--- src/hw/rtl/pfs_pkg.sv ---
`timescale 1ns / 1ps

package pfs_pkg;

  localparam int DEPTH_DEF      = 16;
  localparam int OVERHEAD_DEF   = 104;
  localparam int BYTE_TOT_W     = 21;
  localparam int TIME_TOT_W     = 21;
  localparam int QCOUNT_W       = 5;
  localparam int QTIME_W        = 20;
  localparam int RES_DEPTH      = 4;
  localparam int RES_AW         = 2;

  typedef enum logic [2:0] {
    OP_PUT    = 3'd0,
    OP_MARK   = 3'd1,
    OP_GET    = 3'd2,
    OP_START  = 3'd3,
    OP_ABORT  = 3'd4,
    OP_CLEAR  = 3'd5
  } op_t;

  typedef enum logic [2:0] {
    ST_DONE    = 3'd0,
    ST_DEQ     = 3'd1,
    ST_EMPTY   = 3'd2,
    ST_ABORTED = 3'd3,
    ST_FULL    = 3'd4
  } status_t;

  typedef struct packed {
    logic [2:0]  op;
    logic [31:0] pkt_ref;
    logic [15:0] pkt_bytes;
    logic [15:0] pkt_time;
    logic        wait_empty;
  } item_t;

  typedef struct packed {
    logic [31:0] pkt_ref;
    logic [15:0] pkt_bytes;
    logic [15:0] pkt_time;
    logic [15:0] serial;
    logic        marker;
  } entry_t;

  typedef struct packed {
    status_t                 status;
    logic [31:0]             out_ref;
    logic [15:0]             out_bytes;
    logic [15:0]             out_time;
    logic                    out_is_marker;
    logic [15:0]             out_serial;
    logic [QCOUNT_W-1:0]     queue_count;
    logic [BYTE_TOT_W-1:0]   queue_bytes;
    logic [QTIME_W-1:0]      queue_time;
    logic [15:0]             serial_now;
    logic                    is_aborted;
    logic                    last;
  } res_t;

endpackage

--- src/hw/rtl/pfs_ram.sv ---
`timescale 1ns / 1ps

module pfs_ram #(
  parameter int WIDTH = 8,
  parameter int DEPTH = 16
) (
  input  logic                     clk,
  input  logic                     wr_en,
  input  logic [$clog2(DEPTH)-1:0] wr_addr,
  input  logic [WIDTH-1:0]         wr_data,
  input  logic [$clog2(DEPTH)-1:0] rd_addr,
  output logic [WIDTH-1:0]         rd_data
);

  logic [WIDTH-1:0] mem [DEPTH];
  logic [WIDTH-1:0] rd_data_r;

  // read returns the old contents on a same-address write
  always_ff @(posedge clk) begin
    if (wr_en) begin
      mem[wr_addr] <= wr_data;
    end
    rd_data_r <= mem[rd_addr];
  end

  assign rd_data = rd_data_r;

endmodule

--- src/hw/rtl/pfs_core.sv ---
`timescale 1ns / 1ps

module pfs_core #(
  parameter int DEPTH          = pfs_pkg::DEPTH_DEF,
  parameter int ENTRY_OVERHEAD = pfs_pkg::OVERHEAD_DEF
) (
  input  logic           clk,
  input  logic           rst_n,
  input  logic           step,
  input  pfs_pkg::item_t item,
  output logic [1:0]     n_beats,
  output pfs_pkg::res_t  beat0,
  output pfs_pkg::res_t  beat1
);
  import pfs_pkg::*;

  localparam int AW    = $clog2(DEPTH);
  localparam int CNT_W = $clog2(DEPTH + 1);

  logic [AW-1:0]          head_r, head_nxt, tail_r, tail_nxt;
  logic [CNT_W-1:0]       count_r, count_nxt;
  logic [BYTE_TOT_W-1:0]  bytes_r, bytes_nxt;
  logic [TIME_TOT_W-1:0]  time_r, time_nxt;
  logic [15:0]            gen_r, gen_nxt;
  logic                   abort_r, abort_nxt;
  logic                   held_r, held_nxt;

  logic                   byp_v_r;
  entry_t                 byp_d_r;
  entry_t                 ram_q, head_e, new_e;
  logic                   wr_en;

  op_t                    op;
  logic                   is_put, is_marker, abort_eff, push_ok, serve, do_pop;
  status_t                st0, st1;
  entry_t                 pop_e0, pop_e1;
  logic                   pop0, pop1;
  res_t                   b0, b1;

  function automatic logic [AW-1:0] next_slot(input logic [AW-1:0] i);
    return (i == AW'(DEPTH - 1)) ? '0 : i + AW'(1);
  endfunction

  pfs_ram #(
    .WIDTH ($bits(entry_t)),
    .DEPTH (DEPTH)
  ) u_ring (
    .clk     (clk),
    .wr_en   (wr_en),
    .wr_addr (tail_r),
    .wr_data (new_e),
    .rd_addr (head_nxt),
    .rd_data (ram_q)
  );

  // entry written at the edge it was read sits in the bypass register
  assign head_e = byp_v_r ? byp_d_r : ram_q;

  always_comb begin
    op        = op_t'(item.op);
    is_put    = (op == OP_PUT) || (op == OP_MARK) || (op == OP_START);
    is_marker = (op != OP_PUT);
    abort_eff = (op == OP_START) ? 1'b0 : abort_r;
    push_ok   = step && is_put && !abort_eff && (count_r < CNT_W'(DEPTH));
    serve     = push_ok && held_r;

    gen_nxt = (push_ok && is_marker) ? gen_r + 16'd1 : gen_r;

    new_e.pkt_ref   = is_marker ? 32'd0 : item.pkt_ref;
    new_e.pkt_bytes = is_marker ? 16'd0 : item.pkt_bytes;
    new_e.pkt_time  = is_marker ? 16'd0 : item.pkt_time;
    new_e.serial    = gen_nxt;
    new_e.marker    = is_marker;

    head_nxt  = head_r;
    tail_nxt  = tail_r;
    count_nxt = count_r;
    bytes_nxt = bytes_r;
    time_nxt  = time_r;
    abort_nxt = abort_r;
    held_nxt  = held_r;
    wr_en     = 1'b0;
    do_pop    = 1'b0;

    n_beats = 2'd1;
    st0     = ST_DONE;
    st1     = ST_DONE;
    pop0    = 1'b0;
    pop1    = 1'b0;

    case (op)
      OP_PUT, OP_MARK, OP_START: begin
        if (op == OP_START) begin
          abort_nxt = 1'b0;
        end
        if (abort_eff) begin
          st0 = ST_ABORTED;
        end else if (!push_ok) begin
          st0 = ST_FULL;
        end else if (serve) begin
          // the held get takes the new entry straight away
          held_nxt = 1'b0;
          head_nxt = next_slot(head_r);
          tail_nxt = next_slot(tail_r);
          n_beats  = 2'd2;
          st1      = ST_DEQ;
          pop1     = 1'b1;
        end else begin
          wr_en     = step;
          tail_nxt  = next_slot(tail_r);
          count_nxt = count_r + CNT_W'(1);
          bytes_nxt = bytes_r + BYTE_TOT_W'(new_e.pkt_bytes)
                      + BYTE_TOT_W'(ENTRY_OVERHEAD);
          time_nxt  = time_r + TIME_TOT_W'(new_e.pkt_time);
        end
      end
      OP_GET: begin
        if (abort_r) begin
          st0 = ST_ABORTED;
        end else if (count_r != '0) begin
          do_pop = 1'b1;
          st0    = ST_DEQ;
          pop0   = 1'b1;
        end else if (item.wait_empty && !held_r) begin
          held_nxt = 1'b1;
          n_beats  = 2'd0;
        end else begin
          st0 = ST_EMPTY;
        end
      end
      OP_ABORT: begin
        abort_nxt = 1'b1;
        if (held_r) begin
          held_nxt = 1'b0;
          n_beats  = 2'd2;
          st1      = ST_ABORTED;
        end
      end
      OP_CLEAR: begin
        head_nxt  = '0;
        tail_nxt  = '0;
        count_nxt = '0;
        bytes_nxt = '0;
        time_nxt  = '0;
      end
      default: begin
        st0 = ST_DONE;
      end
    endcase

    if (do_pop) begin
      head_nxt  = next_slot(head_r);
      count_nxt = count_r - CNT_W'(1);
      bytes_nxt = bytes_r - BYTE_TOT_W'(head_e.pkt_bytes) - BYTE_TOT_W'(ENTRY_OVERHEAD);
      time_nxt  = time_r - TIME_TOT_W'(head_e.pkt_time);
    end

    if (!step) begin
      head_nxt  = head_r;
      tail_nxt  = tail_r;
      count_nxt = count_r;
      bytes_nxt = bytes_r;
      time_nxt  = time_r;
      gen_nxt   = gen_r;
      abort_nxt = abort_r;
      held_nxt  = held_r;
      n_beats   = 2'd0;
    end

    pop_e0 = pop0 ? head_e : '0;
    pop_e1 = pop1 ? new_e : '0;

    b0.status        = st0;
    b0.out_ref       = pop_e0.pkt_ref;
    b0.out_bytes     = pop_e0.pkt_bytes;
    b0.out_time      = pop_e0.pkt_time;
    b0.out_is_marker = pop_e0.marker;
    b0.out_serial    = pop_e0.serial;
    b0.queue_count   = QCOUNT_W'(count_nxt);
    b0.queue_bytes   = bytes_nxt;
    b0.queue_time    = time_nxt[QTIME_W-1:0];
    b0.serial_now    = gen_nxt;
    b0.is_aborted    = abort_nxt;
    b0.last          = (n_beats == 2'd1);

    b1               = b0;
    b1.status        = st1;
    b1.out_ref       = pop_e1.pkt_ref;
    b1.out_bytes     = pop_e1.pkt_bytes;
    b1.out_time      = pop_e1.pkt_time;
    b1.out_is_marker = pop_e1.marker;
    b1.out_serial    = pop_e1.serial;
    b1.last          = 1'b1;
  end

  assign beat0 = b0;
  assign beat1 = b1;

  always_ff @(posedge clk) begin
    if (!rst_n) begin
      head_r  <= '0;
      tail_r  <= '0;
      count_r <= '0;
      bytes_r <= '0;
      time_r  <= '0;
      gen_r   <= '0;
      abort_r <= 1'b1;
      held_r  <= 1'b0;
      byp_v_r <= 1'b0;
    end else begin
      head_r  <= head_nxt;
      tail_r  <= tail_nxt;
      count_r <= count_nxt;
      bytes_r <= bytes_nxt;
      time_r  <= time_nxt;
      gen_r   <= gen_nxt;
      abort_r <= abort_nxt;
      held_r  <= held_nxt;
      byp_v_r <= wr_en && (tail_r == head_nxt);
    end
  end

  always_ff @(posedge clk) begin
    byp_d_r <= new_e;
  end

endmodule

--- src/hw/rtl/pfs_res_fifo.sv ---
`timescale 1ns / 1ps

module pfs_res_fifo (
  input  logic          clk,
  input  logic          rst_n,
  input  logic [1:0]    wr_n,
  input  pfs_pkg::res_t wr0,
  input  pfs_pkg::res_t wr1,
  output logic          room2,
  output logic          rd_valid,
  input  logic          rd_ready,
  output pfs_pkg::res_t rd_data
);
  import pfs_pkg::*;

  localparam int CW = RES_AW + 1;

  res_t              buf_r [RES_DEPTH];
  logic [RES_AW-1:0] wp_r, wp_nxt, rp_r, rp_nxt;
  logic [CW-1:0]     cnt_r, cnt_nxt;
  logic              pop;

  assign room2    = (cnt_r <= CW'(RES_DEPTH - 2));
  assign rd_valid = (cnt_r != '0);
  assign rd_data  = buf_r[rp_r];
  assign pop      = rd_valid && rd_ready;

  always_comb begin
    wp_nxt  = wp_r + RES_AW'(wr_n);
    rp_nxt  = pop ? rp_r + RES_AW'(1) : rp_r;
    cnt_nxt = cnt_r + CW'(wr_n) - (pop ? CW'(1) : CW'(0));
  end

  always_ff @(posedge clk) begin
    if (!rst_n) begin
      wp_r  <= '0;
      rp_r  <= '0;
      cnt_r <= '0;
    end else begin
      wp_r  <= wp_nxt;
      rp_r  <= rp_nxt;
      cnt_r <= cnt_nxt;
    end
  end

  always_ff @(posedge clk) begin
    if (wr_n != 2'd0) begin
      buf_r[wp_r] <= wr0;
    end
    if (wr_n == 2'd2) begin
      buf_r[wp_r + RES_AW'(1)] <= wr1;
    end
  end

endmodule

--- src/hw/rtl/packet_fifo_with_serial_core.sv ---
`timescale 1ns / 1ps

// channel   dir   handshake           tdata / tuser / tlast
// in_       in    in_tvalid/tready    tdata 72b descriptor, tuser 3b operation
// out_      out   out_tvalid/tready   tdata 144b entry and queue state, tuser status,
//                                     tlast on final beat of an operation
//
// an accepted beat is held in the input register, where the queue
// update and its result beats are formed; they land in a four-deep
// result buffer; one operation per cycle is sustained while it has room.
// the result buffer must hold room for two beats before an operation goes
// through, so a stalled out_ side holds in_tready low once a beat waits in
// the input register and three or four result beats are waiting.
// the head descriptor is prefetched from the ring memory at the next head address.
// reset (rst_n low, synchronous) empties the queue, zeroes the serial and
// leaves the queue aborted until a start.

module packet_fifo_with_serial_core #(
  parameter int DEPTH          = pfs_pkg::DEPTH_DEF,
  parameter int ENTRY_OVERHEAD = pfs_pkg::OVERHEAD_DEF
) (
  input  logic         clk,
  input  logic         rst_n,
  input  logic         in_tvalid,
  output logic         in_tready,
  // packet_ref[31:0], packet_bytes[47:32], packet_time[63:48],
  // wait_if_empty[64], zero pad[71:65]
  input  logic [71:0]  in_tdata,
  // operation[2:0]
  input  logic [2:0]   in_tuser,
  output logic         out_tvalid,
  input  logic         out_tready,
  // out_ref[31:0], out_bytes[47:32], out_time[63:48], out_is_marker[64],
  // out_serial[80:65], queue_count[85:81], queue_bytes[106:86],
  // queue_time[126:107], serial_now[142:127], is_aborted[143]
  output logic [143:0] out_tdata,
  // status[2:0]
  output logic [2:0]   out_tuser,
  output logic         out_tlast
);
  import pfs_pkg::*;

  logic   in_v_r;
  item_t  item_r;
  logic   room2, step;
  logic [1:0] n_beats;
  res_t   beat0, beat1, res_q;

  assign step      = in_v_r && room2;
  assign in_tready = !in_v_r || step;

  always_ff @(posedge clk) begin
    if (!rst_n) begin
      in_v_r <= 1'b0;
    end else if (in_tready) begin
      in_v_r <= in_tvalid;
    end
  end

  always_ff @(posedge clk) begin
    if (in_tready && in_tvalid) begin
      item_r.op         <= in_tuser;
      item_r.pkt_ref    <= in_tdata[31:0];
      item_r.pkt_bytes  <= in_tdata[47:32];
      item_r.pkt_time   <= in_tdata[63:48];
      item_r.wait_empty <= in_tdata[64];
    end
  end

  pfs_core #(
    .DEPTH          (DEPTH),
    .ENTRY_OVERHEAD (ENTRY_OVERHEAD)
  ) u_core (
    .clk     (clk),
    .rst_n   (rst_n),
    .step    (step),
    .item    (item_r),
    .n_beats (n_beats),
    .beat0   (beat0),
    .beat1   (beat1)
  );

  pfs_res_fifo u_res (
    .clk      (clk),
    .rst_n    (rst_n),
    .wr_n     (n_beats),
    .wr0      (beat0),
    .wr1      (beat1),
    .room2    (room2),
    .rd_valid (out_tvalid),
    .rd_ready (out_tready),
    .rd_data  (res_q)
  );

  assign out_tuser = res_q.status;
  assign out_tlast = res_q.last;
  assign out_tdata = {res_q.is_aborted, res_q.serial_now, res_q.queue_time,
                      res_q.queue_bytes, res_q.queue_count, res_q.out_serial,
                      res_q.out_is_marker, res_q.out_time, res_q.out_bytes,
                      res_q.out_ref};

endmodule
--- config.mk ---
export PLATFORM = sky130hd
export DESIGN_NAME = packet_fifo_with_serial_core
export DESIGN_NICKNAME = d
export VERILOG_FILES = /design/src/hw/rtl/pfs_pkg.sv /design/src/hw/rtl/pfs_ram.sv /design/src/hw/rtl/pfs_core.sv /design/src/hw/rtl/pfs_res_fifo.sv /design/src/hw/rtl/packet_fifo_with_serial_core.sv
export SDC_FILE = /design/constraint.sdc
export NUM_CORES = 2
export LEC_CHECK = 0
export BUFFER_PORTS_ARGS = -buffer_cell sky130_fd_sc_hd__buf_2
export CAP_MARGIN = 20
export CELL_PAD_IN_SITES_DETAIL_PLACEMENT = 0
export CELL_PAD_IN_SITES_GLOBAL_PLACEMENT = 1
export CORE_UTILIZATION = 55
export DETAILED_ROUTE_END_ITERATION = 12
export PLACE_DENSITY_LB_ADDON = 0.2
export SETUP_SLACK_MARGIN = 0.3
export SLEW_MARGIN = 20
export SYNTH_ARGS = -nofsm -noshare
export SYNTH_HDL_FRONTEND = slang
export SYNTH_SLANG_ARGS = --single-unit
--- constraint.sdc ---
create_clock -name clk -period 17.7 [get_ports clk]
set_input_delay 3.54 -clock clk [delete_from_list [all_inputs] [get_ports clk]]
set_output_delay 3.54 -clock clk [all_outputs]
set_load 0.05 [all_outputs]
==> flow_results.org <==
** Outcome
- Run status :: complete, no violations

** Floorplanning
- After floorplanning, the core was sized to cover around 0.17 mm^2.
- Initial cell density of the core :: about 56%
- Die boundary height :: 410.8 um
- I/O pin count :: 229
- Count of standard-cell rows :: 149
- The die covers approximately 0.17 mm^2.
- Die outline width :: between 400 and 500 um

** Timing
- The hold violation count in the final report came to 0.
- Based on the critical path, the design can be clocked at up to ~140 MHz.
- The worst path uses around two fifths of the clock period.
- For the pin with the worst max-slew slack, the measured transition is about 1.2 ns.
- Setup TNS :: 0 ns
- Final setup viols :: 0
- The worst path in the final design needs a cycle of between 7 and 8 ns, including I/O delays and setup.
- In this run the tightest slew margin relative to its limit is 17.65%.
- The count of pins over their slew limit came to 0.
- RSZ-0062 raised after global routing :: false
- Fin Clk Skew :: slightly below 0.03 ns

** Synthesis
- Among all flip-flop cells after synthesis, the most frequent one is sky130_fd_sc_hd__edfxtp_1.
- When the netlist entered floorplanning its net count stood at about 6400.
- Average cell area after synthesis :: 14.77 um^2
- Synth top area share :: between 60 and 70%
- FF+latch count, synth :: 2201
- Post-synthesis cell area :: 0.09193 mm^2
- In this run, synthesis inferred 1948 flip-flops with an integrated enable.
- For this run, the register share of the synthesized area comes to between 60 and 70%.
- Counting distinct cell types in the post-synthesis netlist gives just under 90.
- For this run, the number of Yosys warnings is 0.
- Sorting the synthesized cells by area gives the leading types as sky130_fd_sc_hd__edfxtp_1 64%, sky130_fd_sc_hd__mux2i_1 6.5%, sky130_fd_sc_hd__dfxtp_1 5.5%.
- After technology mapping, the gate count stands at 6226.
- Most area-hungry cell type in the Yosys netlist :: sky130_fd_sc_hd__edfxtp_1
- For this run, asynchronously set or reset flops after synthesis account for 0%.

** Clocking
- CTS H-Tree Depth :: 4
- For this design, the sink count on the clock tree is 2201.
- Total of cells resized after clock tree synthesis :: 0
- TritonCTS created 216 clock buffers.
- Post-CTS setup buffers :: 0
- The clock passes through at most 3 buffers.
- CTS Hold Bufs :: 0
- Insertion delay to the later sink of the worst-skew pair :: roughly 0.87 ns
- After clock tree synthesis, the clock-pin slew on the worst setup and hold paths is 0.06 ns.
- TritonCTS clock tree :: yes
- Master cell of the clock root buffer :: sky130_fd_sc_hd__clkbuf_16

** Setup path
- Crit path cell chain :: buf_4 > mux4_2 > buf_2
- For this run, the slowest stage of the critical path takes around 0.89 ns.
- WP data required :: ~14 ns
- The worst setup path is of the reg -> out kind.
- Worst path arrival time :: ~3.6 ns
- Worst setup slack for register-to-register paths :: between 10 and 15 ns
- Counting both buffers and inverters, the worst setup path holds a total of 2.
- CP max stage cell :: sky130_fd_sc_hd__buf_4
- The worst setup path is captured at an output port.
- Cell family with the largest share of critical-path delay :: buffers and inverters
- Sort of element at the start of the critical path :: flop
- Max Fanout on Critical Path :: 57

** Detailed routing
- In the routed design, unresolved DRC markers number 0.
- Detailed routing inserted a total of 55315 vias.
- The first routing iteration left between 6000 and 7000 violations.
- Final routed wire length divided by cell count :: ~28 um
- After detailed routing, the number of vias per cell comes to between 6 and 7.
- Wirelength, routed :: around 250000 um
- Routed Antenna Nets :: 0
- First-pass detailed-route iteration total :: 6

** Placement
- Once detailed placement completed, the half-perimeter wirelength came to between 100000 and 150000 um.
- Placed cell count :: 8390
- Routability-driven placement finished with a final weighted congestion of ~0.9.
- In this run the tool buffered the top-level ports with between 200 and 250 buffer cells.

** Power and ir drop
- Largest voltage drop on the vdd net :: 118.2 uV
- Static leakage :: around 34 nW
- For this design the ratio of total power to cell area is 116.5 mW/mm^2.

** Global routing
- Via count of the first global-routing pass :: about 53000
- Initial antenna violation count :: 14
- All-layer global routing usage :: between 20 and 30%
- First-pass GRT wire length :: between 300000 and 400000 um
- Entering global routing, the biggest net connects about 180 pins.
- Total overflow reported by the global router :: 0

** Finish
- Combined flip-flop and latch cell area :: 0.06357 mm^2
- Area overhead of the layout relative to synthesis :: 11.68%
- Summing all multi-input logic gate instances after layout gives around 0.027 mm^2.
- Leaving out fill and tap cells, the most frequent cells in the layout are 1948 x sky130_fd_sc_hd__edfxtp_1, 596 x sky130_fd_sc_hd__mux2i_1, 519 x sky130_fd_sc_hd__nand2_1.
- Nets :: between 6000 and 7000
- Commonest non-fill, non-tap cell in the layout :: sky130_fd_sc_hd__edfxtp_1
- Counting the fill cells in the layout gives 12008.
- Of the cells placed in the final design, the portion with a size suffix greater than 1 is 16.57%.
- Number of cells in the finished layout apart from fillers :: slightly below 9000

** Flow run
- Across the run, the number of max-cap violations was 0.

** Hold path
- The tightest min-delay check is of the reg -> reg type.
[cell type report]
type                            count  share of cell area [%]
Tap cell                         2189                   2.668
Timing Repair Buffer              362                   2.179
Antenna cell                        2                0.004875
Multi-Input combinational cell   3536                   25.85
Sequential cell                  2201                   61.92
Clock buffer                      299                   5.913
Clock inverter                    110                   1.072
Inverter                          102                  0.3924
[final timing paths]
path,startpoint,to,depth (start not counted)
setup / recovery,flop,out_tdata[27],3
hold / removal,u_res.buf_r[1][0],u_res.buf_r[1][0],2
hold reg to reg,u_res.buf_r[1][0],u_res.buf_r[1][0],2
setup reg to reg,u_core.count_r[1],u_core.u_ring.rd_data[31],13
[registers in the layout (all words and copies together), names as in the netlist, 5 cells and up, named ones only]
| name | count |
|---|---|
| u_core.u_ring.rd_data | 81 |
| item_r | 68 |
| u_core.time_r | 20 |
| u_core.count_r | 5 |
| u_core.bytes_r | 21 |
| u_core.gen_r | 16 |
| u_core.byp_d_r | 81 |
| u_core.u_ring.mem | 1296 |
| u_res.buf_r | 592 |
[stage by stage]
step	hold WS (ns)	power (mW)	utilization (%)	instance area, um^2	setup slack [ns]
3_3_place_gp	0.4551	7.444	57.75	95490	11.45
2_1_floorplan	0.4416	6.986	-	91930	9.309
3_5_place_dp	0.4724	7.455	57.75	95490	11.45
6_report	0.4886	11.96	62.09	102700	10.57
4_1_cts	0.4853	12.01	62.09	102700	10.52
5_1_grt	0.5369	12.28	62.09	102700	10.47
[report_power, final]
group          total (mW)  internal [mW]  leakage (nW)  switching (mW)
logic                1.55          0.429          10.3            1.12
clock network        4.61           2.65          3.52            1.96
registers            5.81           5.74          20.1          0.0697
total                12.0           8.81          33.9            3.15
[per-layer routing]
metal | track usage, % | part of all wire (%) | wire length (um) | vias to the layer above
met5 | 0 | 0.0052 | 13 | -
met4 | 8.698 | 2.7 | 6633 | 2
met3 | 5.773 | 10 | 24870 | 406
met2 | 45.16 | 46 | 114300 | 2807
met1 | 42.00 | 41 | 102900 | 27906
li1 | - | - | - | 24194
[synthesized netlist by cell type, types with 6 or more instances]
master and number:
sky130_fd_sc_hd__a32oi_1 84, sky130_fd_sc_hd__ha_1 101, sky130_fd_sc_hd__mux2_1 31, sky130_fd_sc_hd__a21boi_0 6, sky130_fd_sc_hd__o21ai_0 189, sky130_fd_sc_hd__mux2_2 187, sky130_fd_sc_hd__o21a_1 10, sky130_fd_sc_hd__buf_1 50
sky130_fd_sc_hd__nand2_1 525, sky130_fd_sc_hd__a22oi_1 14, sky130_fd_sc_hd__o221ai_1 85, sky130_fd_sc_hd__nand2b_1 28, sky130_fd_sc_hd__nand4_1 14, sky130_fd_sc_hd__and4_1 6, sky130_fd_sc_hd__mux2i_1 596, sky130_fd_sc_hd__nor4_1 9
sky130_fd_sc_hd__inv_1 100, sky130_fd_sc_hd__and3_1 32, sky130_fd_sc_hd__a31oi_1 11, sky130_fd_sc_hd__mux4_2 148, sky130_fd_sc_hd__o31ai_1 8, sky130_fd_sc_hd__o211ai_1 6, sky130_fd_sc_hd__a211oi_1 17, sky130_fd_sc_hd__nor2_1 524
sky130_fd_sc_hd__edfxtp_1 1948, sky130_fd_sc_hd__and2_1 106, sky130_fd_sc_hd__xor2_1 22, sky130_fd_sc_hd__nand3_1 60, sky130_fd_sc_hd__o21bai_1 6, sky130_fd_sc_hd__a21o_1 35, sky130_fd_sc_hd__xnor2_1 50, sky130_fd_sc_hd__a221oi_1 9
sky130_fd_sc_hd__o22ai_1 185, sky130_fd_sc_hd__o211a_1 6, sky130_fd_sc_hd__dfxtp_1 253, sky130_fd_sc_hd__buf_2 93, sky130_fd_sc_hd__buf_4 32, sky130_fd_sc_hd__nor2b_1 8, sky130_fd_sc_hd__clkbuf_1 210, sky130_fd_sc_hd__a21oi_1 244
sky130_fd_sc_hd__nor3_1 23, sky130_fd_sc_hd__or3_1 6, sky130_fd_sc_hd__o21ai_1 50
[logic make-up (layout without fill, tap and decap cells)]
logic type / after synthesis / count (layout) / synth area share [%]
and+or+nand+nor: 1378 / 1378 / 6.542
AOI/OAI and AO/OA: 1017 / 1017 / 7.092
other: 0 / 2 / 0
DFF: 2201 / 2201 / 69.14
buffers and inverters: 489 / 873 / 2.263
adders and majority gates: 107 / 107 / 1.494
muxes: 962 / 962 / 12.78
xor gates and xnor gates: 72 / 72 / 0.6859
[tightest hold or removal path: cells and delay by family, from the launching register on]
kind | cells | cell delay [ns]
DFF | 1 | 0.31
AOI/OAI and AO/OA | 2 | 0.13
No activity file was read; power rests on OpenSTA's default activity.
